$ cat src/rtl/rgi_pkg.sv
// Package for the readability grade index block: widths, character codes,
// index coefficients, shared types and the saturating counter step.
// No dependencies.
`timescale 1ns / 1ps
`default_nettype none

package rgi_pkg;

  // Field widths
  localparam int CHAR_W  = 8;
  localparam int RAW_W   = 22;
  localparam int GRADE_W = 5;

  // Counters and derived operand widths
  localparam int CNT_W   = 17;             // letters, whitespace, sentence ends
  localparam int WORDS_W = CNT_W + 1;      // whitespace + 1
  localparam int PL_W    = 27;             // 588 * letters
  localparam int PS_W    = 30;             // 2960 * sentences + 1580 * words
  localparam int DEN_W   = 24;             // 100 * words
  localparam int DIFF_W  = 31;             // signed numerator
  localparam int MAG_W   = 30;             // numerator magnitude
  localparam int DVD_W   = 31;             // 2*|num| + den
  localparam int DVS_W   = DEN_W + 1;      // 2*den

  // Coleman-Liau coefficients, scaled by 100 per word
  localparam int K_LET  = 588;
  localparam int K_SENT = 2960;
  localparam int K_WORD = 1580;
  localparam int K_DEN  = 100;

  // Character codes
  localparam logic [CHAR_W-1:0] CH_UP_A = 8'h41;
  localparam logic [CHAR_W-1:0] CH_UP_Z = 8'h5A;
  localparam logic [CHAR_W-1:0] CH_LO_A = 8'h61;
  localparam logic [CHAR_W-1:0] CH_LO_Z = 8'h7A;
  localparam logic [CHAR_W-1:0] CH_TAB  = 8'h09;
  localparam logic [CHAR_W-1:0] CH_CR   = 8'h0D;
  localparam logic [CHAR_W-1:0] CH_SP   = 8'h20;
  localparam logic [CHAR_W-1:0] CH_DOT  = 8'h2E;
  localparam logic [CHAR_W-1:0] CH_QM   = 8'h3F;
  localparam logic [CHAR_W-1:0] CH_EXCL = 8'h21;

  // Result limits, compared against the quotient magnitude
  localparam logic [DVD_W-1:0] RAW_POS_LIM = DVD_W'(2097151);
  localparam logic [DVD_W-1:0] RAW_NEG_LIM = DVD_W'(2097152);
  localparam logic [RAW_W-1:0] RAW_MAX     = {1'b0, {(RAW_W-1){1'b1}}};
  localparam logic [RAW_W-1:0] RAW_MIN     = {1'b1, {(RAW_W-1){1'b0}}};
  localparam logic [GRADE_W-1:0] GRADE_TOP = GRADE_W'(16);
  localparam logic [DVD_W-1:0]   GRADE_LIM = DVD_W'(16);

  typedef struct packed {
    logic [CNT_W-1:0] letters;
    logic [CNT_W-1:0] spaces;
    logic [CNT_W-1:0] sentences;
  } rgi_cnt_t;

  typedef enum logic [2:0] {
    ST_COUNT,
    ST_PROD,
    ST_DIFF,
    ST_LOAD,
    ST_DIV,
    ST_DONE
  } rgi_state_e;

  function automatic logic [CNT_W-1:0] sat_inc(input logic [CNT_W-1:0] c);
    return (&c) ? c : c + CNT_W'(1);
  endfunction

endpackage

`default_nettype wire

$ cat src/rtl/rgi_if.sv
// Valid/ready channel interfaces for text bytes in and index words out.
// Depends on rgi_pkg.
`timescale 1ns / 1ps
`default_nettype none

interface rgi_in_if import rgi_pkg::*; ();
  logic              valid;
  logic              ready;
  logic [CHAR_W-1:0] char_code;
  logic              last_char;

  modport source (output valid, output char_code, output last_char, input ready);
  modport sink   (input valid, input char_code, input last_char, output ready);
endinterface

interface rgi_out_if import rgi_pkg::*; ();
  logic                      valid;
  logic                      ready;
  logic signed [RAW_W-1:0]   raw_index;
  logic        [GRADE_W-1:0] grade;

  modport source (output valid, output raw_index, output grade, input ready);
  modport sink   (input valid, input raw_index, input grade, output ready);
endinterface

`default_nettype wire

$ cat src/rtl/readability_grade_index.sv
// Coleman-Liau readability index over a byte stream.
// Input: ordinary bytes are taken one per cycle while ready is high. After the byte
//   marked last is accepted, the index is formed in the product, difference, load and
//   divide states; ready stays low until the result word is loaded into the output.
// The load waits while the output holds an earlier word that has not been taken.
// Reset: asynchronous, active low; clears counters, sequencer and output valid.
`timescale 1ns / 1ps
`default_nettype none

module readability_grade_index import rgi_pkg::*; (
  input  wire logic  clk_i,
  input  wire logic  rst_ni,
  rgi_in_if.sink     in_i,
  rgi_out_if.source  out_o
);

  rgi_state_e state_q, state_d;

  logic     in_acc;
  rgi_cnt_t counts, cap_q;

  // Operand registers for the index
  logic        [PL_W-1:0]   pl_q;
  logic        [PS_W-1:0]   ps_q;
  logic        [DEN_W-1:0]  den_q;
  logic signed [DIFF_W-1:0] diff_q;
  logic                     neg_q;

  logic [MAG_W-1:0] mag;
  logic [DVD_W-1:0] dividend, quo;
  logic [DVS_W-1:0] divisor;
  logic             div_start, div_busy;

  // Output word register
  logic                     out_valid_q;
  logic signed [RAW_W-1:0]  raw_q, raw_d;
  logic        [GRADE_W-1:0] grade_q, grade_d;
  logic                     out_load;

  assign in_i.ready = (state_q == ST_COUNT);
  assign in_acc     = in_i.valid && in_i.ready;

  rgi_counter u_counter (
    .clk_i       (clk_i),
    .rst_ni      (rst_ni),
    .accept_i    (in_acc),
    .char_code_i (in_i.char_code),
    .last_char_i (in_i.last_char),
    .counts_o    (counts)
  );

  // Sequencer
  always_comb begin
    state_d   = state_q;
    div_start = 1'b0;
    out_load  = 1'b0;
    unique case (state_q)
      ST_COUNT: begin
        if (in_acc && in_i.last_char) begin
          state_d = ST_PROD;
        end
      end
      ST_PROD: state_d = ST_DIFF;
      ST_DIFF: state_d = ST_LOAD;
      ST_LOAD: begin
        div_start = 1'b1;
        state_d   = ST_DIV;
      end
      ST_DIV: begin
        if (!div_busy) begin
          state_d = ST_DONE;
        end
      end
      ST_DONE: begin
        // output slot free or being emptied this cycle
        if (!out_valid_q || out_o.ready) begin
          out_load = 1'b1;
          state_d  = ST_COUNT;
        end
      end
      default: state_d = ST_COUNT;
    endcase
  end

  always_ff @(posedge clk_i or negedge rst_ni) begin
    if (!rst_ni) begin
      state_q <= ST_COUNT;
    end else begin
      state_q <= state_d;
    end
  end

  // Numerator pieces 588*L and 2960*S + 1580*W, and denominator 100*W, with W = spaces + 1
  always_ff @(posedge clk_i) begin
    if (in_acc && in_i.last_char) begin
      cap_q <= counts;
    end
    if (state_q == ST_PROD) begin
      pl_q  <= PL_W'(cap_q.letters) * PL_W'(K_LET);
      ps_q  <= PS_W'(cap_q.sentences) * PS_W'(K_SENT) +
               PS_W'({1'b0, cap_q.spaces} + WORDS_W'(1)) * PS_W'(K_WORD);
      den_q <= DEN_W'({1'b0, cap_q.spaces} + WORDS_W'(1)) * DEN_W'(K_DEN);
    end
    if (state_q == ST_DIFF) begin
      diff_q <= $signed(DIFF_W'(pl_q)) - $signed(DIFF_W'(ps_q));
    end
    if (state_q == ST_LOAD) begin
      neg_q <= diff_q[DIFF_W-1];
    end
  end

  // round half away from zero: q = (2|num| + den) / (2 den)
  always_comb begin
    mag      = diff_q[DIFF_W-1] ? MAG_W'(-diff_q) : MAG_W'(diff_q);
    dividend = {mag, 1'b0} + DVD_W'(den_q);
    divisor  = {den_q, 1'b0};
  end

  rgi_divider u_divider (
    .clk_i      (clk_i),
    .rst_ni     (rst_ni),
    .start_i    (div_start),
    .dividend_i (dividend),
    .divisor_i  (divisor),
    .busy_o     (div_busy),
    .quotient_o (quo)
  );

  // Sign, saturate to the field, clamp the grade from the rounded index
  always_comb begin
    if (neg_q) begin
      raw_d = (quo > RAW_NEG_LIM) ? RAW_MIN : -RAW_W'(quo);
    end else begin
      raw_d = (quo > RAW_POS_LIM) ? RAW_MAX : RAW_W'(quo);
    end
    priority if (neg_q || (quo == '0)) begin
      grade_d = '0;
    end else if (quo >= GRADE_LIM) begin
      grade_d = GRADE_TOP;
    end else begin
      grade_d = GRADE_W'(quo);
    end
  end

  always_ff @(posedge clk_i or negedge rst_ni) begin
    if (!rst_ni) begin
      out_valid_q <= 1'b0;
    end else if (out_load) begin
      out_valid_q <= 1'b1;
    end else if (out_o.ready) begin
      out_valid_q <= 1'b0;
    end
  end

  always_ff @(posedge clk_i) begin
    if (out_load) begin
      raw_q   <= raw_d;
      grade_q <= grade_d;
    end
  end

  assign out_o.valid     = out_valid_q;
  assign out_o.raw_index = raw_q;
  assign out_o.grade     = grade_q;

endmodule

`default_nettype wire

$ cat src/rtl/rgi_counter.sv
// Byte classifier and the three saturating text counters.
// Depends on rgi_pkg.
`timescale 1ns / 1ps
`default_nettype none

module rgi_counter import rgi_pkg::*; (
  input  wire logic              clk_i,
  input  wire logic              rst_ni,
  input  wire logic              accept_i,
  input  wire logic [CHAR_W-1:0] char_code_i,
  input  wire logic              last_char_i,
  output rgi_cnt_t               counts_o   // totals including the current byte
);

  rgi_cnt_t cnt_q, cnt_d, upd;
  logic is_letter, is_space, is_sent;

  always_comb begin
    is_letter = ((char_code_i >= CH_UP_A) && (char_code_i <= CH_UP_Z)) ||
                ((char_code_i >= CH_LO_A) && (char_code_i <= CH_LO_Z));
    is_space  = ((char_code_i >= CH_TAB) && (char_code_i <= CH_CR)) ||
                (char_code_i == CH_SP);
    is_sent   = (char_code_i == CH_DOT) || (char_code_i == CH_QM) ||
                (char_code_i == CH_EXCL);

    upd = cnt_q;
    if (is_letter) begin
      upd.letters = sat_inc(cnt_q.letters);
    end
    if (is_space) begin
      upd.spaces = sat_inc(cnt_q.spaces);
    end
    if (is_sent) begin
      upd.sentences = sat_inc(cnt_q.sentences);
    end

    cnt_d = cnt_q;
    if (accept_i) begin
      cnt_d = last_char_i ? '0 : upd;
    end
  end

  assign counts_o = upd;

  always_ff @(posedge clk_i or negedge rst_ni) begin
    if (!rst_ni) begin
      cnt_q <= '0;
    end else begin
      cnt_q <= cnt_d;
    end
  end

endmodule

`default_nettype wire

$ cat src/rtl/rgi_divider.sv
// Restoring divider, one quotient bit per cycle while busy.
// Depends on rgi_pkg.
`timescale 1ns / 1ps
`default_nettype none

module rgi_divider import rgi_pkg::*; (
  input  wire logic             clk_i,
  input  wire logic             rst_ni,
  input  wire logic             start_i,
  input  wire logic [DVD_W-1:0] dividend_i,
  input  wire logic [DVS_W-1:0] divisor_i,
  output logic                  busy_o,
  output logic      [DVD_W-1:0] quotient_o
);

  localparam int STEP_W = $clog2(DVD_W);
  localparam logic [STEP_W-1:0] LAST_STEP = STEP_W'(DVD_W - 1);

  logic              busy_q, busy_d;
  logic [STEP_W-1:0] step_q, step_d;
  logic [DVS_W-1:0]  rem_q, rem_d, dvs_q, dvs_d;
  logic [DVD_W-1:0]  quo_q, quo_d;
  logic [DVS_W:0]    rem_sh, trial;

  always_comb begin
    rem_sh = {rem_q, quo_q[DVD_W-1]};
    trial  = rem_sh - {1'b0, dvs_q};
    busy_d = busy_q;
    step_d = step_q;
    rem_d  = rem_q;
    quo_d  = quo_q;
    dvs_d  = dvs_q;
    if (start_i) begin
      busy_d = 1'b1;
      step_d = '0;
      rem_d  = '0;
      quo_d  = dividend_i;
      dvs_d  = divisor_i;
    end else if (busy_q) begin
      // no borrow: subtract and shift in a one
      if (!trial[DVS_W]) begin
        rem_d = trial[DVS_W-1:0];
        quo_d = {quo_q[DVD_W-2:0], 1'b1};
      end else begin
        rem_d = rem_sh[DVS_W-1:0];
        quo_d = {quo_q[DVD_W-2:0], 1'b0};
      end
      step_d = step_q + STEP_W'(1);
      if (step_q == LAST_STEP) begin
        busy_d = 1'b0;
      end
    end
  end

  always_ff @(posedge clk_i or negedge rst_ni) begin
    if (!rst_ni) begin
      busy_q <= 1'b0;
      step_q <= '0;
    end else begin
      busy_q <= busy_d;
      step_q <= step_d;
    end
  end

  always_ff @(posedge clk_i) begin
    rem_q <= rem_d;
    quo_q <= quo_d;
    dvs_q <= dvs_d;
  end

  assign busy_o     = busy_q;
  assign quotient_o = quo_q;

endmodule

`default_nettype wire
$ cat src/flat_wrapper.sv
// flat-port wrapper written by rule: the top's interface ports become plain ports
module readability_grade_index_flat import rgi_pkg::*;
  (clk_i, rst_ni, in_i_valid, in_i_char_code, in_i_last_char, in_i_ready, out_o_valid, out_o_raw_index, out_o_grade, out_o_ready);
  rgi_in_if in_i_i ();
  rgi_out_if out_o_i ();
  input  wire logic clk_i;
  input  wire logic rst_ni;
  input wire logic [$bits(in_i_i.valid)-1:0] in_i_valid;
  input wire logic [$bits(in_i_i.char_code)-1:0] in_i_char_code;
  input wire logic [$bits(in_i_i.last_char)-1:0] in_i_last_char;
  output wire logic [$bits(in_i_i.ready)-1:0] in_i_ready;
  output wire logic [$bits(out_o_i.valid)-1:0] out_o_valid;
  output wire logic [$bits(out_o_i.raw_index)-1:0] out_o_raw_index;
  output wire logic [$bits(out_o_i.grade)-1:0] out_o_grade;
  input wire logic [$bits(out_o_i.ready)-1:0] out_o_ready;
  assign in_i_i.valid = in_i_valid;
  assign in_i_i.char_code = in_i_char_code;
  assign in_i_i.last_char = in_i_last_char;
  assign in_i_ready = in_i_i.ready;
  assign out_o_valid = out_o_i.valid;
  assign out_o_raw_index = out_o_i.raw_index;
  assign out_o_grade = out_o_i.grade;
  assign out_o_i.ready = out_o_ready;
  readability_grade_index u_core (.clk_i(clk_i), .rst_ni(rst_ni), .in_i(in_i_i), .out_o(out_o_i));
endmodule
$ cat config.mk
export PLATFORM = sky130hd
export DESIGN_NAME = readability_grade_index_flat
export DESIGN_NICKNAME = d
export VERILOG_FILES = /design/src/rtl/rgi_pkg.sv /design/src/rtl/rgi_if.sv /design/src/rtl/readability_grade_index.sv /design/src/rtl/rgi_counter.sv /design/src/rtl/rgi_divider.sv /design/src/flat_wrapper.sv
export SDC_FILE = /design/constraint.sdc
export NUM_CORES = 1
export LEC_CHECK = 0
export ABC_AREA = 1
export BUFFER_PORTS_ARGS = -buffer_cell sky130_fd_sc_hd__buf_4
export CAP_MARGIN = 20
export CORE_MARGIN = 2
export CORE_UTILIZATION = 59
export DETAILED_ROUTE_END_ITERATION = 10
export PLACE_DENSITY = 0.88
export SYNTH_ARGS = -nofsm -noshare
export SYNTH_HDL_FRONTEND = slang
export SYNTH_SLANG_ARGS = --single-unit
export TNS_END_PERCENT = 20
$ cat constraint.sdc
create_clock -name clk_i -period 6.73 [get_ports clk_i]
set_input_delay 1.0095 -clock clk_i [delete_from_list [all_inputs] [get_ports clk_i]]
set_output_delay 1.0095 -clock clk_i [all_outputs]
set_load 0.005 [all_outputs]
# Word level (Yosys, flattened, before mapping)
# Cells that the tools add are included.
# op_classes
add_sub_neg	12
multipliers	4
div	0
order_cmp	9
n_eq_ne	13
shifts	0
n_mux	30
bitwise_logic	0
reduce_logical	21
# op_table
op	n
$mux 17	6
$mux 22	3
$mux 31	2
$add 17x1->17 const B	3
$mux 51	1
$reduce_and 17->1	3
$mul 17x8->25 const B	2
$add 17x1->18 const B	2
$eq 8x6->1 const B	4
$add 31x24->31	1
$ge 31x5->1 const B	1
$gt 31x21->1 const B	1
$gt 31x22->1 const B	1
$logic_not 31->1	1
$sub 27x30->31	1
$add 29x30->30	1
$mul 30x9->28 const B	1
$mux 30	1
$neg 30->30	1
$sub 26x25->26	1
$mux 25	1
$mul 24x5->22 const B	1
$neg 22->22	1
$pmux 3 s6	1
other kinds (21)	48
# totals
reg_bits	326
latchBits	0
ram_bits	0
rom_bits	0
inputBits	13
output_inout_bits	29
wordCells	110
mem_count	0

# Depth between registers and ports, before layout
# logic_depth
word_depth	5
ltp_mapped	36
ltp_nobuf	36

# Modules after synthesis
# Synthesis repeated with hierarchy kept, for this count alone.
# hier_totals
hier_cells	3940
hier_area_um2	30670.7
# modules_own_cells
mod	instances	cells_each	area_each_um2	seq_area_each_um2
readability_grade_index	1	2468	20885.0	5565.3
rgi_divider	1	811	5621.6	2332.2
rgi_counter	1	661	4164.0	1276.2

# Least setup slack after synthesis
# No wires, ideal clock.
# synth_timing
path_kind	reg-to-reg
startpoint	register u_core.cap_q[17] (netlist bit)
endpoint	register u_core.ps_q[29], data pin
setup_ns	0.263
arrival_time_ns	6.057
t_required_ns	6.467
path_slack_ns	0.411
path_stages_with_launch	37
n_path_buf	0
period_less_slack_ns	6.319
cell_sequence	edfxtp_1 ha_1 nand3_1 nor2_1 nand3_1 inv_1 nand4_1 nor2_1 nand2_1 nor2_1 nand2_1 xor2_1 inv_1 ha_1 ha_1 inv_1 fa_1 fa_1 inv_1 ha_1 nand2_1 nor2_1 nand2_1 o211ai_1 a21oi_1 o21ai_0 nand2_1 nand2_1 xor2_1 ha_1 nand2_1 nor3_1 nand4_1 inv_1 nand4_1 and2_1 xor2_1
# synth_between
elab_chain_len	3
# synth_lines
element	line_no	rtl
from (decl)	readability_grade_index.sv:20	rgi_cnt_t counts, cap_q;
from (signal assigned)	readability_grade_index.sv:96	cap_q <= counts;
$add 17x1->18	readability_grade_index.sv:101	PS_W'({1'b0, cap_q.spaces} + WORDS_W'(1)) * PS_W'(K_WORD);
$mul 30x9->28	readability_grade_index.sv:101	
$add 29x30->30	readability_grade_index.sv:100	ps_q <= PS_W'(cap_q.sentences) * PS_W'(K_SENT) +
to (signal assigned)	readability_grade_index.sv:100	
to (decl)	readability_grade_index.sv:24	logic [PS_W-1:0] ps_q;
# Every way passes these cells.
# A chain may end at the register's enable or synchronous reset.

# Final worst setup path
# layout_timing
startpoint	register u_core.cap_q[18] (netlist bit)
endpoint	register u_core.ps_q[25], data pin
# The elaborated chain is that of the path after synthesis.

==> impl_metrics.toml <==
[drt]
routedWlPerCell_microns = 16.4
drc = 0
wl_microns = 69100
vias = 23800
drt-pass1-iter-count = 5
avgViaCountPerCell = 5.65
drt_iter0_drc = 1723
drt.antenna.violating_nets = 0

[global_routing]
grt_pass1_wl_microns = 113000
grt_use_total_pct = 27.5
grt_pass1_vias = 23500
grt.overflow.total = 0
grtUsageMet2_pct = 48.1
grt_max_degree = 75
grt_util_met1_pct = 32.8
use_met3_pct = 3.99
top_usage_layer = "met2"
antenna_found_initial = 0

[synthesis]
async_reset_ff_share_pct = 19.0
synth_seq_cells = 321
syn-instance-count = 3490
ys_warn_count = 0
synth_top_area_share_pct = 24.4
syn-cell-area_sq_um = 28900
synth_ff_type = "edfxtp_1"
ys_seq_area_share_pct = 31.5
ys_top_cells_by_area = "edfxtp_1 24%, ha_1 15%, inv_1 8.3%, fa_1 8.0%, nand2_1 8.0%"
synth_fp_nets = 3959
synth_edf_count = 235
synth_top_cell_by_area = "edfxtp_1"
postSynthAreaPerCell_sq_um = 8.27
post_synth_num_cell_types = 60

[final_layout]
n_antenna_cell = 0
drive_gt1_share_pct = 6.23
final-instance-count-excl-fill = 4217
syn_to_final_growth_pct = 9.15
num-nets-final = 4035
fillers = 3887

[timing]
period_share_pct = 94.8
setup_viol = 0
tightest_slew_ns = 0.983
fmax_ghz = 0.157
fin_skew_ns = 0.0259
finalMaxSlewViolations = 0
hold_viol_final = 0
slew_headroom_pct = 34.5
period_needed_ns = 6.38

[job]
drv_cap = 0

[clock_network]
postCtsHoldBufs = 0
htree_levels = 2
cts.sinks = 321
cts_buffers = 37
clk_pin_slew_ns = 0.06
cts_tree = "done"
cts_max_path_buffers = 3
cts_root_buffer = "clkbuf_16"
clk_latency_ns = 0.58

[placement]
port_buffers = 41
gp_congestion = 0.967
dp_cells = 4137
hpwl_microns = 54300

[setup_path]
worstPathRequired_ns = 7.06
worst-path-buf-inv = 4
critPathTopFamily = "simple AND/OR/NAND/NOR gates"
critPathCaptureType = "flip-flop"
crit_path_top_delay_cell = "fa_1"
cp_common_cell = "nand2_1"
cp.arrival_ns = 6.71
max_stage_delay_ns = 0.48
crit_type = "flip-flop to flip-flop"
startpoint_type = "flip-flop"
cp_max_fo = 6

[outcome]
outcome = "finished, final reports clean"

[floorplanning]
die_area_sq_um = 50700
fp.dieW_microns = 225
core_area_sq_um = 48600
row_count = 81
ios = 42
start_util_pct = 59.4
die_y_microns = 225

[min_path]
hold_class = "flip-flop to flip-flop"
-- synth_stat cells, types with 4 or more instances --
cell type,count
or2_2,8
clkbuf_1,24
inv_1,636
ha_1,340
nand2_2,11
edfxtp_1,235
nand3_1,171
buf_2,9
o31ai_1,5
nand2_1,614
fa_1,116
xnor2_1,74
nor4_1,20
nor3_1,52
a21o_1,15
a31oi_1,15
o21ai_0,172
o211ai_1,30
a21boi_1,6
nand4_1,45
o21ai_1,41
a21oi_1,192
or2_1,4
o21bai_1,18
o21ai_2,6
xor2_1,168
dfrtp_1,61
nor2_1,264
o21a_1,9
nor2_2,10
o22ai_1,36
a211oi_1,9
dfxtp_1,25
-- repair_timing --
| item | in CTS | in global routing |
|---|---|---|
| resized for setup | 0 | 37 |
| setup endpoints to repair | 0 | 12 |
| hold endpoints to repair | 0 | 0 |
| buffers inserted | 0 | 10 |
-- through the flow --
| stage | hold WS [ns] | util [%] | instance area, sq um | setup TNS (ns) | setup slack, ns |
|---|---|---|---|---|---|
| after floorplan | 0.431 | - | 28900 | 0 | 0.411 |
| after detailed placement | 0.460 | 61.6 | 30000 | 0 | 0.101 |
| after global routing | 0.471 | 64.8 | 31500 | -0.166 | -0.0935 |
| after global placement | 0.442 | 61.6 | 30000 | 0 | 0.205 |
| after CTS | 0.456 | 64.2 | 31200 | 0 | 0.0957 |
| final | 0.458 | 64.8 | 31500 | 0 | 0.352 |
-- state kept, by name, summed over array words and instances, names as in the netlist --
register	count
u_core.out_o.valid	1
u_core.u_divider.quotient_o	31
u_core.cap_q	51
u_core.u_counter.cnt_q	51
u_core.diff_q	29
u_core.u_divider.dvs_q	22
u_core.out_o.grade	5
u_core.pl_q	25
u_core.state_q	3
u_core.neg_q	1
u_core.out_o.raw_index	22
u_core.den_q	22
u_core.u_divider.rem_q	25
u_core.u_divider.busy_o	1
u_core.u_divider.step_q	5
u_core.ps_q	27
-- final timing paths --
path                             startpoint  slack, ns  cells past startpoint                          to
setup / recovery           u_core.cap_q[18]       0.35                     29             u_core.ps_q[25]
hold / removal              u_core.den_q[8]       0.46                      0   u_core.u_divider.dvs_q[9]
setup reg to reg           u_core.cap_q[18]       0.35                     29             u_core.ps_q[25]
hold reg to reg             u_core.den_q[8]       0.46                      0   u_core.u_divider.dvs_q[9]
max in group asynchronous            rst_ni       5.59                      1  u_core.u_divider.step_q[2]
min in group asynchronous            rst_ni       0.54                      1  u_core.u_counter.cnt_q[44]
-- routing by layer --
metal	wire length (microns)	up-vias
li1	-	11700
met1	27700	11100
met3	3670	215
met5	0	-
met2	33700	817
met4	4090	0
-- layout by cell type (no fill, tap or decap), types with 61 or more instances in the layout --
cell      count
nand3_1     169
nand2_1     611
edfxtp_1    235
xor2_1      167
fa_1        116
ha_1        333
inv_1       636
buf_4        73
dfrtp_1      61
nor2_1      257
o21ai_0     167
a21oi_1     188
xnor2_1      74
-- kinds of logic after synthesis --
logic type	after synthesis	synth area share [%]
buffers and inverters	677	8.93
adders and majority gates	456	22.8
xor gates and xnor gates	243	7.40
AOI/OAI and AO/OA	568	11.2
DFF	321	31.5
and+or+nand+nor	1225	18.3
-- cell type report --
cell class | count | area, sq um | area share, %
Multi-Input combinational cell | 2492 | 17400 | 55.3
Sequential cell | 321 | 9080 | 28.8
Inverter | 639 | 2400 | 7.61
Clock buffer | 50 | 1040 | 3.29
Tap cell | 622 | 778 | 2.47
Timing Repair Buffer | 75 | 591 | 1.87
Clock inverter | 18 | 206 | 0.655
Power is left out: the tool's default activity adds up to more than one toggle a clock period on the data nets, which glitch-free logic cannot reach.
